==> src/rtl/core/assert_macros.svh <==
// Assertion shorthands shared by the core modules.
`ifndef ASSERT_MACROS_SVH
`define ASSERT_MACROS_SVH

`ifndef SYNTHESIS

`define DAD_ASSERT(lbl, clk, rst_n, prop) \
  lbl: assert property (@(posedge clk) disable iff (!rst_n) prop) \
    else $error("date_add_days: assertion failed");

`define DAD_ASSERT_NEVER(lbl, clk, rst_n, cond) \
  lbl: assert property (@(posedge clk) disable iff (!rst_n) !(cond)) \
    else $error("date_add_days: forbidden condition seen");

`else

`define DAD_ASSERT(lbl, clk, rst_n, prop)

`define DAD_ASSERT_NEVER(lbl, clk, rst_n, cond)

`endif

`endif

==> src/rtl/core/dad_pkg.sv <==
package dad_pkg;

  localparam int unsigned ADD_DAYS_BITS_DEF = 16;

  localparam int unsigned DAY_OUT_W = 5;
  localparam int unsigned MONTH_W   = 4;
  localparam int unsigned YEAR_W    = 14;

  localparam logic [YEAR_W-1:0]    YEAR_MAX   = YEAR_W'(9999);
  localparam logic [YEAR_W-1:0]    YEAR_CYCLE = YEAR_W'(400);
  localparam logic [MONTH_W-1:0]   MONTH_JAN  = MONTH_W'(1);
  localparam logic [MONTH_W-1:0]   MONTH_DEC  = MONTH_W'(12);
  localparam logic [DAY_OUT_W-1:0] DAY_SAT    = DAY_OUT_W'(31);

  // Binary reduction of the year modulo 400: 400 << 5 .. 400 << 0
  localparam int unsigned REDUCE_STEPS = 6;
  localparam int unsigned SHIFT_W      = $clog2(REDUCE_STEPS);

  typedef enum logic [1:0] {
    ST_IDLE,
    ST_REDUCE,
    ST_WALK
  } state_t;

  typedef struct packed {
    logic               load;
    logic               reduce;
    logic [SHIFT_W-1:0] shift;
    logic               walk;
    logic               capture;
  } dp_cmd_t;

  typedef struct packed {
    logic done;
  } dp_sts_t;

  function automatic logic [DAY_OUT_W-1:0] month_days(input logic leap,
                                                      input logic [MONTH_W-1:0] month);
    logic [DAY_OUT_W-1:0] len;
    unique case (month)
      4'd2:                      len = leap ? DAY_OUT_W'(29) : DAY_OUT_W'(28);
      4'd4, 4'd6, 4'd9, 4'd11:   len = DAY_OUT_W'(30);
      default:                   len = DAY_OUT_W'(31);
    endcase
    return len;
  endfunction

endpackage

==> src/rtl/core/dad_ctrl.sv <==
`include "assert_macros.svh"

module dad_ctrl
  import dad_pkg::*;
(
  input  logic    clk,
  input  logic    rst_n,
  input  logic    in_valid,
  output logic    in_stall,
  output logic    out_valid,
  input  logic    out_stall,
  output dp_cmd_t cmd,
  input  dp_sts_t sts
);

  state_t             state_r, state_nxt;
  logic [SHIFT_W-1:0] cnt_r, cnt_nxt;
  logic               out_valid_r, out_valid_nxt;
  logic               accept;

  assign in_stall  = (state_r != ST_IDLE);
  assign accept    = in_valid && (state_r == ST_IDLE);
  assign out_valid = out_valid_r;

  always_ff @(posedge clk) begin
    if (!rst_n) begin
      state_r     <= ST_IDLE;
      cnt_r       <= '0;
      out_valid_r <= 1'b0;
    end else begin
      state_r     <= state_nxt;
      cnt_r       <= cnt_nxt;
      out_valid_r <= out_valid_nxt;
    end
  end

  always_comb begin
    state_nxt     = state_r;
    cnt_nxt       = cnt_r;
    out_valid_nxt = out_valid_r;
    cmd           = '0;
    cmd.shift     = cnt_r;

    // drop the result once the downstream transfer completes
    if (out_valid_r && !out_stall) begin
      out_valid_nxt = 1'b0;
    end

    unique case (state_r)
      ST_IDLE: begin
        if (accept) begin
          cmd.load  = 1'b1;
          cnt_nxt   = SHIFT_W'(REDUCE_STEPS - 1);
          state_nxt = ST_REDUCE;
        end
      end
      ST_REDUCE: begin
        cmd.reduce = 1'b1;
        if (cnt_r == '0) begin
          state_nxt = ST_WALK;
        end else begin
          cnt_nxt = cnt_r - SHIFT_W'(1);
        end
      end
      ST_WALK: begin
        if (!sts.done) begin
          cmd.walk = 1'b1;
        end else if (!out_valid_r || !out_stall) begin
          // hold here while the previous result still waits
          cmd.capture   = 1'b1;
          out_valid_nxt = 1'b1;
          state_nxt     = ST_IDLE;
        end
      end
      default: begin
        state_nxt = ST_IDLE;
      end
    endcase
  end

  `DAD_ASSERT(a_accept_starts_reduce, clk, rst_n,
    accept |=> (state_r == ST_REDUCE) && (cnt_r == SHIFT_W'(REDUCE_STEPS - 1)))
  `DAD_ASSERT(a_reduce_ends_in_walk, clk, rst_n,
    (state_r == ST_REDUCE) && (cnt_r == '0) |=> state_r == ST_WALK)
  `DAD_ASSERT_NEVER(a_no_overwrite, clk, rst_n,
    cmd.capture && out_valid_r && out_stall)

endmodule

==> src/rtl/core/dad_datapath.sv <==
`include "assert_macros.svh"

module dad_datapath
  import dad_pkg::*;
#(
  parameter int unsigned ADD_DAYS_BITS = ADD_DAYS_BITS_DEF
) (
  input  logic                     clk,
  input  logic                     rst_n,
  input  dp_cmd_t                  cmd,
  output dp_sts_t                  sts,
  input  logic [DAY_OUT_W-1:0]     in_start_day,
  input  logic [MONTH_W-1:0]       in_start_month,
  input  logic [YEAR_W-1:0]        in_start_year,
  input  logic [ADD_DAYS_BITS-1:0] in_add_days,
  output logic [DAY_OUT_W-1:0]     out_result_day,
  output logic [MONTH_W-1:0]       out_result_month,
  output logic [YEAR_W-1:0]        out_result_year,
  output logic                     out_year_overflow
);

  localparam int unsigned DAY_W = ADD_DAYS_BITS + 1;

  logic [DAY_W-1:0]     day_r;
  logic [MONTH_W-1:0]   month_r;
  logic [YEAR_W-1:0]    year_r;
  logic [YEAR_W-1:0]    rem_r;
  logic                 ovf_r;

  logic [DAY_OUT_W-1:0] res_day_r;
  logic [MONTH_W-1:0]   res_month_r;
  logic [YEAR_W-1:0]    res_year_r;
  logic                 res_ovf_r;

  logic [MONTH_W-1:0]   month_fix;
  logic [YEAR_W-1:0]    sub_val;
  logic                 leap;
  logic [DAY_W-1:0]     len;
  logic                 fits;

  always_comb begin
    if (in_start_month == '0) begin
      month_fix = MONTH_JAN;
    end else if (in_start_month > MONTH_DEC) begin
      month_fix = MONTH_DEC;
    end else begin
      month_fix = in_start_month;
    end
  end

  assign sub_val = YEAR_CYCLE << cmd.shift;

  // rem_r is year mod 400 once the reduction is done
  assign leap = (rem_r[1:0] == 2'b00) &&
                (rem_r != YEAR_W'(100)) && (rem_r != YEAR_W'(200)) &&
                (rem_r != YEAR_W'(300));
  assign len  = DAY_W'(month_days(leap, month_r));
  assign fits = (day_r <= len);

  assign sts.done = ovf_r || fits;

  always_ff @(posedge clk) begin
    if (!rst_n) begin
      ovf_r <= 1'b0;
    end else if (cmd.load) begin
      ovf_r <= (in_start_year > YEAR_MAX);
    end else if (cmd.walk && (month_r == MONTH_DEC) && (year_r == YEAR_MAX)) begin
      ovf_r <= 1'b1;
    end
  end

  always_ff @(posedge clk) begin
    if (cmd.load) begin
      day_r   <= DAY_W'(in_start_day) + DAY_W'(in_add_days);
      month_r <= month_fix;
      year_r  <= in_start_year;
      rem_r   <= in_start_year;
    end else if (cmd.reduce) begin
      if (rem_r >= sub_val) begin
        rem_r <= rem_r - sub_val;
      end
    end else if (cmd.walk) begin
      day_r <= day_r - len;
      if (month_r == MONTH_DEC) begin
        if (year_r != YEAR_MAX) begin
          month_r <= MONTH_JAN;
          year_r  <= year_r + YEAR_W'(1);
          rem_r   <= (rem_r == YEAR_CYCLE - YEAR_W'(1)) ? '0 : rem_r + YEAR_W'(1);
        end
      end else begin
        month_r <= month_r + MONTH_W'(1);
      end
    end
  end

  always_ff @(posedge clk) begin
    if (cmd.capture) begin
      res_ovf_r <= ovf_r;
      if (ovf_r) begin
        res_day_r   <= DAY_SAT;
        res_month_r <= MONTH_DEC;
        res_year_r  <= YEAR_MAX;
      end else begin
        res_day_r   <= day_r[DAY_OUT_W-1:0];
        res_month_r <= month_r;
        res_year_r  <= year_r;
      end
    end
  end

  assign out_result_day    = res_day_r;
  assign out_result_month  = res_month_r;
  assign out_result_year   = res_year_r;
  assign out_year_overflow = res_ovf_r;

  `DAD_ASSERT(a_rem_reduced, clk, rst_n,
    cmd.walk |-> rem_r < YEAR_CYCLE)
  `DAD_ASSERT(a_month_in_range, clk, rst_n,
    cmd.walk |=> (month_r >= MONTH_JAN) && (month_r <= MONTH_DEC))
  `DAD_ASSERT_NEVER(a_no_step_when_done, clk, rst_n,
    cmd.walk && sts.done)

endmodule

==> src/rtl/core/date_add_days_core.sv <==
// Gregorian date adder: takes a start date (day, month, year) and a day count and returns
// the resulting date. A start month of 0 reads as January, 13..15 as December. Any result
// past year 9999 (or a start year above 9999) saturates to 31/12/9999 with
// out_year_overflow set. One item is in flight at a time: the item is loaded, the year is
// reduced modulo 400 by conditional subtracts (one per cycle), and the month walk then
// crosses one month per cycle, up to about 2154 month boundaries for a 16-bit day count.
// A finished result waits in the output register while the next item is taken in; a
// result that finds the previous one still stalled at the output holds the core until
// it leaves.
module date_add_days_core
  import dad_pkg::*;
#(
  parameter int unsigned ADD_DAYS_BITS = ADD_DAYS_BITS_DEF
) (
  input  logic                     clk,
  input  logic                     rst_n,
  input  logic                     in_valid,
  output logic                     in_stall,
  input  logic [DAY_OUT_W-1:0]     in_start_day,
  input  logic [MONTH_W-1:0]       in_start_month,
  input  logic [YEAR_W-1:0]        in_start_year,
  input  logic [ADD_DAYS_BITS-1:0] in_add_days,
  output logic                     out_valid,
  input  logic                     out_stall,
  output logic [DAY_OUT_W-1:0]     out_result_day,
  output logic [MONTH_W-1:0]       out_result_month,
  output logic [YEAR_W-1:0]        out_result_year,
  output logic                     out_year_overflow
);

  dp_cmd_t cmd;
  dp_sts_t sts;

  dad_ctrl u_ctrl (
    .clk       (clk),
    .rst_n     (rst_n),
    .in_valid  (in_valid),
    .in_stall  (in_stall),
    .out_valid (out_valid),
    .out_stall (out_stall),
    .cmd       (cmd),
    .sts       (sts)
  );

  dad_datapath #(
    .ADD_DAYS_BITS (ADD_DAYS_BITS)
  ) u_datapath (
    .clk               (clk),
    .rst_n             (rst_n),
    .cmd               (cmd),
    .sts               (sts),
    .in_start_day      (in_start_day),
    .in_start_month    (in_start_month),
    .in_start_year     (in_start_year),
    .in_add_days       (in_add_days),
    .out_result_day    (out_result_day),
    .out_result_month  (out_result_month),
    .out_result_year   (out_result_year),
    .out_year_overflow (out_year_overflow)
  );

endmodule
==> config.mk <==
export PLATFORM = sky130hd
export DESIGN_NAME = date_add_days_core
export DESIGN_NICKNAME = d
export VERILOG_FILES = /design/src/rtl/core/dad_pkg.sv /design/src/rtl/core/dad_ctrl.sv /design/src/rtl/core/dad_datapath.sv /design/src/rtl/core/date_add_days_core.sv
export VERILOG_INCLUDE_DIRS = /design/src /design/src/rtl/core
export SDC_FILE = /design/constraint.sdc
export NUM_CORES = 1
export LEC_CHECK = 0
export BUFFER_PORTS_ARGS = -buffer_cell sky130_fd_sc_hd__buf_2
export CORE_MARGIN = 5
export CORE_UTILIZATION = 50
export DETAILED_ROUTE_END_ITERATION = 10
export PLACE_DENSITY = 0.72
export SYNTH_ARGS = -nofsm -noshare
export SYNTH_HDL_FRONTEND = slang
export SYNTH_SLANG_ARGS = --single-unit
==> constraint.sdc <==
create_clock -name clk -period 3.6 [get_ports clk]
set_clock_uncertainty 0.05 [all_clocks]
set_input_delay 0.18 -clock clk [delete_from_list [all_inputs] [get_ports clk]]
set_output_delay 0.18 -clock clk [all_outputs]
set_load 0.01 [all_outputs]
* Word level (Yosys, flattened, before mapping)
Cells that the tools add are included.
** Storage, ports and cells
- Flip-flop bits (word level) :: 80
- Logic and storage cells :: 122
- Output and inout bits :: 26
- Input bits :: 43
** Cells by class
- Equality and inequality tests :: 22
- Shifts and indexed selects :: 1
- $add $sub $neg :: 7
- Muxes and demuxes :: 45
- $lt $le $gt $ge :: 4
- Reduce and logical (&&, ||, !) cells :: 31
** Operators with widths (count)
- $mux W14 :: 12
- $mux W17 :: 3
- $add A14 B1 Y14 const B :: 2
- $mux W4 :: 7
- $add A5 B16 Y17 :: 1
- $le A17 B5 Y1 :: 1
- $sub A17 B5 Y17 :: 1
- $eq A14 B14 Y1 const B :: 1
- $eq A14 B9 Y1 const B :: 1
- $ge A14 B14 Y1 :: 1
- $gt A14 B14 Y1 const B :: 1
- $ne A14 B14 Y1 const B :: 1
- $ne A14 B7 Y1 const B :: 1
- $ne A14 B8 Y1 const B :: 1
- $ne A14 B9 Y1 const B :: 1
- $shl A9 B3 Y14 const A :: 1
- $sub A14 B14 Y14 :: 1
- $mux W1 :: 13
- $eq A4 B4 Y1 const B :: 3
- $reduce_and A4 Y1 :: 3
- $reduce_bool A2 Y1 :: 6
- $mux W2 :: 5
- $ne A2 B1 Y1 const B :: 5
- $pmux W5 S2 :: 1
- other kinds (23) :: 37

* Logic depth before layout (Yosys ltp)
- Word-level depth :: 14
- Gate-level depth with buffers :: 16
- Depth with buffers taken out :: 16

* Cells and area by module
From an unflattened synthesis, not the netlist that was laid out.
** Second synthesis, totals
- Cells, all modules :: 542
- Area, all modules :: 5350.1 um2
** Modules (own cells, without submodules)
- dad_datapath :: cells an instance 500, sequential area each 2212.1 um2, times used 1, area each 4997.3 um2
- dad_ctrl :: cells an instance 42, sequential area each 120.1 um2, times used 1, area each 352.8 um2

* Least setup slack after synthesis
Ideal clock, no wire load.
- Kind :: reg2reg
- Start :: register u_datapath.rem_r[0]
- End :: register u_datapath.res_day_r[0] (netlist: u_datapath.out_result_day[0]) (enable)
- Clock period less this slack :: 3.866 ns
- Stages on the path, launching flop included :: 15
- Slack :: -0.266 ns
- Data arrival time :: 3.403 ns
- Data required time :: 3.137 ns
- Library setup time :: 0.413 ns
- Path buffers :: 0
- Cells stage by stage :: edfxtp_1 inv_1 ha_1 and4b_1 a31oi_1 o31ai_1 a21oi_1 nor3_1 a21oi_1 ha_1 nor2b_1 o21ai_0 o211a_1 o21ai_0 a21oi_1
** RTL lines
- start, declared :: RTL line dad_datapath.sv:27 : logic [YEAR_W-1:0] rem_r;
- start signal, assigned :: RTL line dad_datapath.sv:77 : rem_r <= in_start_year;
- start signal, assigned :: RTL line dad_datapath.sv:80 : rem_r <= rem_r - sub_val;
- start signal, assigned :: RTL line dad_datapath.sv:88 : rem_r <= (rem_r == YEAR_CYCLE - YEAR_W'(1)) ? '0 : rem_r + YEAR_W'(1);
- end signal, assigned :: RTL line dad_datapath.sv:104 : res_day_r <= day_r[DAY_OUT_W-1:0];
- end, declared :: RTL line dad_datapath.sv:30 : logic [DAY_OUT_W-1:0] res_day_r;

* Worst setup path after layout
- Start :: register u_datapath.rem_r[1]
- End :: register u_datapath.rem_r[7] (enable)
** On the way
- Cells in the longest elaborated chain, start to end :: 12
- Elaborated cells between the ends (all ways) :: 17
- Those cells by class :: order compare (2); eq/ne (4); mux (4); reduce/logical (7)
** RTL lines
- $ne A14 B7 Y1 or $logic_not A2 Y1 (tied branches) :: RTL line dad_datapath.sv:55, dad_datapath.sv:54
- $logic_and A1 B1 Y1 :: RTL line dad_datapath.sv:54 : assign leap = (rem_r[1:0] == 2'b00) &&
- $logic_and A1 B1 Y1 (2 in series) :: RTL line dad_datapath.sv:55 : (rem_r != YEAR_W'(100)) && (rem_r != YEAR_W'(200)) &&
- $mux W1 :: RTL line dad_pkg.sv:41 : 4'd2: len = leap ? DAY_OUT_W'(29) : DAY_OUT_W'(28);
- $pmux W5 S2 :: RTL line dad_pkg.sv:40 : unique case (month)
- $le A17 B5 Y1 :: RTL line dad_datapath.sv:58 : assign fits = (day_r <= len);
- $logic_or A1 B1 Y1 :: RTL line dad_datapath.sv:60 : assign sts.done = ovf_r || fits;
- $mux W1 :: RTL line dad_ctrl.sv:66 : if (!sts.done) begin
- $mux W2 :: RTL line dad_ctrl.sv:49 : unique case (state_r)
- $reduce_bool A3 Y1 (no line)
- $reduce_and A4 Y1 (no line) (*)
Every way passes the cells marked *; elsewhere a longest branch is shown, timed or not.
A chain may end at the register's enable or synchronous reset.

==> impl_metrics.csv <==
group,metric,value,unit
global_routing,grt_pass1_vias,3954,
logic_synthesis,synth_edf_count,73,
logic_synthesis,synth_fp_nets,604,
layout,final_layout_size_suffix_gt1_share,21.4,%
routing,drtIter0Drc,304,
global_routing,grt_start_max_net_pins,29,
floorplan,core_area,0.0102,mm^2
clock_tree,htreeDepth,3,
setup_path,crit_path_end_kind,"flip-flop",
layout,diodes,0,
global_routing,grt_pass1_wl,18500,um
layout,num-fill-cells,869,
clock_tree,clk_latency,0.34,ns
setup_path,regToRegEndpoint,"u_datapath.rem_r[7]$_DFFE_PP_",
routing,met3_length,704,um
clock_tree,numCtsBuffers,9,
floorplan,num_rows,37,
routing,num_vias,4139,
setup_path,cp_data_arrival_time,3.34,ns
logic_synthesis,synth-seq-cells,80,
global_routing,grt_usage,18.0,%
sta,min_period,3.33,ns
floorplan,die_h,112,um
sta,drv_slew,0,
layout,most-common-layout-cells,"73 x edfxtp_1, 68 x buf_2, 64 x nor2_1",
floorplan,start_util,50.6,%
logic_synthesis,async_flop_share,0,%
logic_synthesis,synth-seq-area-share,45.0,%
run_status,outcome,"completed",
routing,wl_met2,5570,um
layout,layout.cells.non_filler,748,
routing,dr.max_layer_used,"met4",
setup_path,startpoint,"u_datapath.rem_r[1]$_DFFE_PP_",
logic_synthesis,syn_area_per_cell,9.79,um^2
clock_tree,clkTransAtPathRegs,0.09,ns
sta,slew_headroom,34.1,%
global_routing,grt-ovfl-total,0,
logic_synthesis,synth_fa_ha_area_share,8.02,%
layout,area_growth,15.1,%
sta,setup_viol,0,
logic_synthesis,ys_warn_count,0,
logic_synthesis,synthFlopType,"edfxtp_1",
routing,wl_per_cell,15.4,um
clock_tree,root_buffer,"clkbuf_8",
routing,wl_met1,5020,um
global_routing,antenna_found_initial,0,
logic_synthesis,synth_mux_area_share,1.35,%
power,irDropWorstVdd,0.205,mV
hold_path,holdCritPathClass,"in2reg",
setup_path,crit_path_start_kind,"flip-flop",
routing,drt_wl_total,11500,um
floorplan,die-width,112,um
logic_synthesis,synth_compound_area_share,13.2,%
sta,timing.setup.tns,0,ns
floorplan,ios,69,
run,maxCapViolations,0,
logic_synthesis,synth_cell_type_count,58,
floorplan,die_area,0.0125,mm^2
setup_path,critical_path_class,"reg2reg",
placed_design,numPortBuffers,68,
clock_tree,clockBufferDepth,2,
setup_path,required,3.61,ns
routing,vias_per_cell,5.53,
routing,drc_errors,0,
logic_synthesis,yosys.area_share.simple,19.9,%
setup_path,ff2ff_path_depth,16,
hold_path,min_from,"rst_n",
setup_path,setup.worst_path.end,"u_datapath.rem_r[7]$_DFFE_PP_",
logic_synthesis,synthCells,529,
sta,fin_hold_ws,0.0633,ns
power,p_per_area,519,mW/mm^2
setup_path,r2r_slack,0.27,ns
setup_path,worstPathMaxFanout,11,
routing,ant_nets,0,
setup_path,reg2reg_from,"u_datapath.rem_r[1]$_DFFE_PP_",
logic_synthesis,synthXorXnorAreaFrac,9.30,%
sta,fmax,300,MHz
power,p_leak,2.32,nW
layout,nets,683,
placed_design,dp_hpwl,8950,um
logic_synthesis,netlist_area,0.00518,mm^2
clock_tree,cts_tree,"yes",
sta,finalHoldViolCount,0,
routing,first_pass_iters,5,
layout,final_common_cell,"edfxtp_1",
layout,finish.utilization,58.2,%
sta,fin_crit_sh,92.5,%
clock_tree,numClockSinks,80,
logic_synthesis,synth_top_family_by_area,"simple AND/OR/NAND/NOR gates",
placed_design,dp_cells,730,
placed_design,gp_congestion,0.889,
sta,rsz0062_at_grt,"false",
sta,worst_pin_slew,0.986,ns
## worst min path at each step
stage | to | slack [ns] | cells after the start
after floorplan | u_ctrl.out_valid$_SDFF_PN0_ | 0.27 | 2
final | u_ctrl.state_r[1]$_SDFFE_PN0P_ | 0.06 | 3
after detailed placement | u_ctrl.state_r[1]$_SDFFE_PN0P_ | 0.39 | 3
after global routing | u_ctrl.state_r[1]$_SDFFE_PN0P_ | 0.06 | 3
after global placement | u_ctrl.state_r[1]$_SDFFE_PN0P_ | 0.40 | 3
after CTS | u_ctrl.state_r[1]$_SDFFE_PN0P_ | 0.05 | 3
## power by group
part	leakage (nW)	total, mW	internal (mW)	switching (mW)
logic	1.49	1.09	0.483	0.609
clock network	0.0848	0.634	0.313	0.322
registers	0.743	1.36	1.22	0.144
## stage by stage
| step | cell area, um^2 | power [mW] | setup slack (ns) |
|---|---|---|---|
| floorplan | 5190 | 2.14 | 0.254 |
| global placement | 5750 | 2.40 | 0.206 |
| detailed placement | 5750 | 2.45 | 0.0997 |
| CTS | 5930 | 3.08 | 0.0661 |
| global route | 5960 | 3.29 | 0.0489 |
| finish | 5960 | 3.09 | 0.271 |
## flip-flops by register name, summed over array words and instances (netlist names)
name                          flops
u_datapath.out_result_month       4
u_datapath.rem_r                 14
u_datapath.ovf_r                  1
u_datapath.month_r                4
u_datapath.out_year_overflow      1
u_ctrl.out_valid                  1
u_datapath.year_r                14
u_datapath.day_r                 17
u_ctrl.cnt_r                      3
u_datapath.out_result_day         5
u_datapath.out_result_year       14
u_ctrl.state_r                    2
## cell type report
type                            instances  area (um^2)  share of cell area (%)
Clock inverter                          6         61.3                    1.03
Tap cell                              136          170                    2.86
Sequential cell                        80         2330                    39.1
Multi-Input combinational cell        408         2690                    45.2
Clock buffer                            9          124                    2.08
Inverter                               22         82.6                    1.39
Timing Repair Buffer                   87          495                    8.31
## critical path, cell delays in order, from the launching register on
cell and delay, ns:
edfxtp_1 0.42, inv_1 0.12, ha_1 0.15, and4b_1 0.18, a31oi_1 0.05, o31ai_2 0.27
a21oi_1 0.10, nor3_1 0.15, a21oi_1 0.08, ha_1 0.21, nor2b_1 0.13, o21ai_0 0.12
o211a_1 0.28, nor3_2 0.17, a21o_1 0.20, a2bb2oi_2 0.19, buf_12 0.16
## logic make-up after synthesis
group / Yosys count
AOI/OAI and AO/OA: 112
xor gates and xnor gates: 55
adders and majority gates: 32
buffers and inverters: 41
DFF: 80
muxes: 7
and+or+nand+nor: 202
## cells in the mapped netlist (3+ instances only)
cell type | number | area, um^2
nand4b_1 | 3 | 26.3
mux2i_1 | 7 | 70.1
a31oi_1 | 3 | 18.8
nor2_1 | 64 | 240
nor4_1 | 4 | 25.0
nor2b_1 | 15 | 93.8
nor3_1 | 6 | 30.0
inv_1 | 22 | 82.6
ha_1 | 30 | 375
nand4_1 | 9 | 56.3
o31ai_1 | 4 | 30.0
and3_1 | 8 | 50.1
o22ai_1 | 5 | 31.3
or4_1 | 3 | 22.5
nand2_1 | 38 | 143
nand3_1 | 15 | 75.1
or2_2 | 18 | 113
edfxtp_1 | 73 | 2190
dfxtp_1 | 7 | 140
xor2_1 | 28 | 245
o21ai_0 | 23 | 115
a21o_1 | 3 | 22.5
xnor2_1 | 27 | 236
a21oi_1 | 47 | 235
a211oi_1 | 5 | 37.5
nand2b_1 | 3 | 18.8
o211ai_1 | 5 | 37.5
clkbuf_1 | 14 | 52.6
## routing by layer
metal,vias to the layer above,GRT usage [%]
li1,2058,-
met1,1923,23.4
met2,144,30.7
met3,14,2.93
met4,0,5.92
met5,-,0
## what timing repair did
item,in CTS,in global routing
endpoints found under the setup margin,0,11
setup buffers,0,3
resized for setup,0,1
hold buffers,0,0
Note: power is estimated with default switching activity, not from simulation.
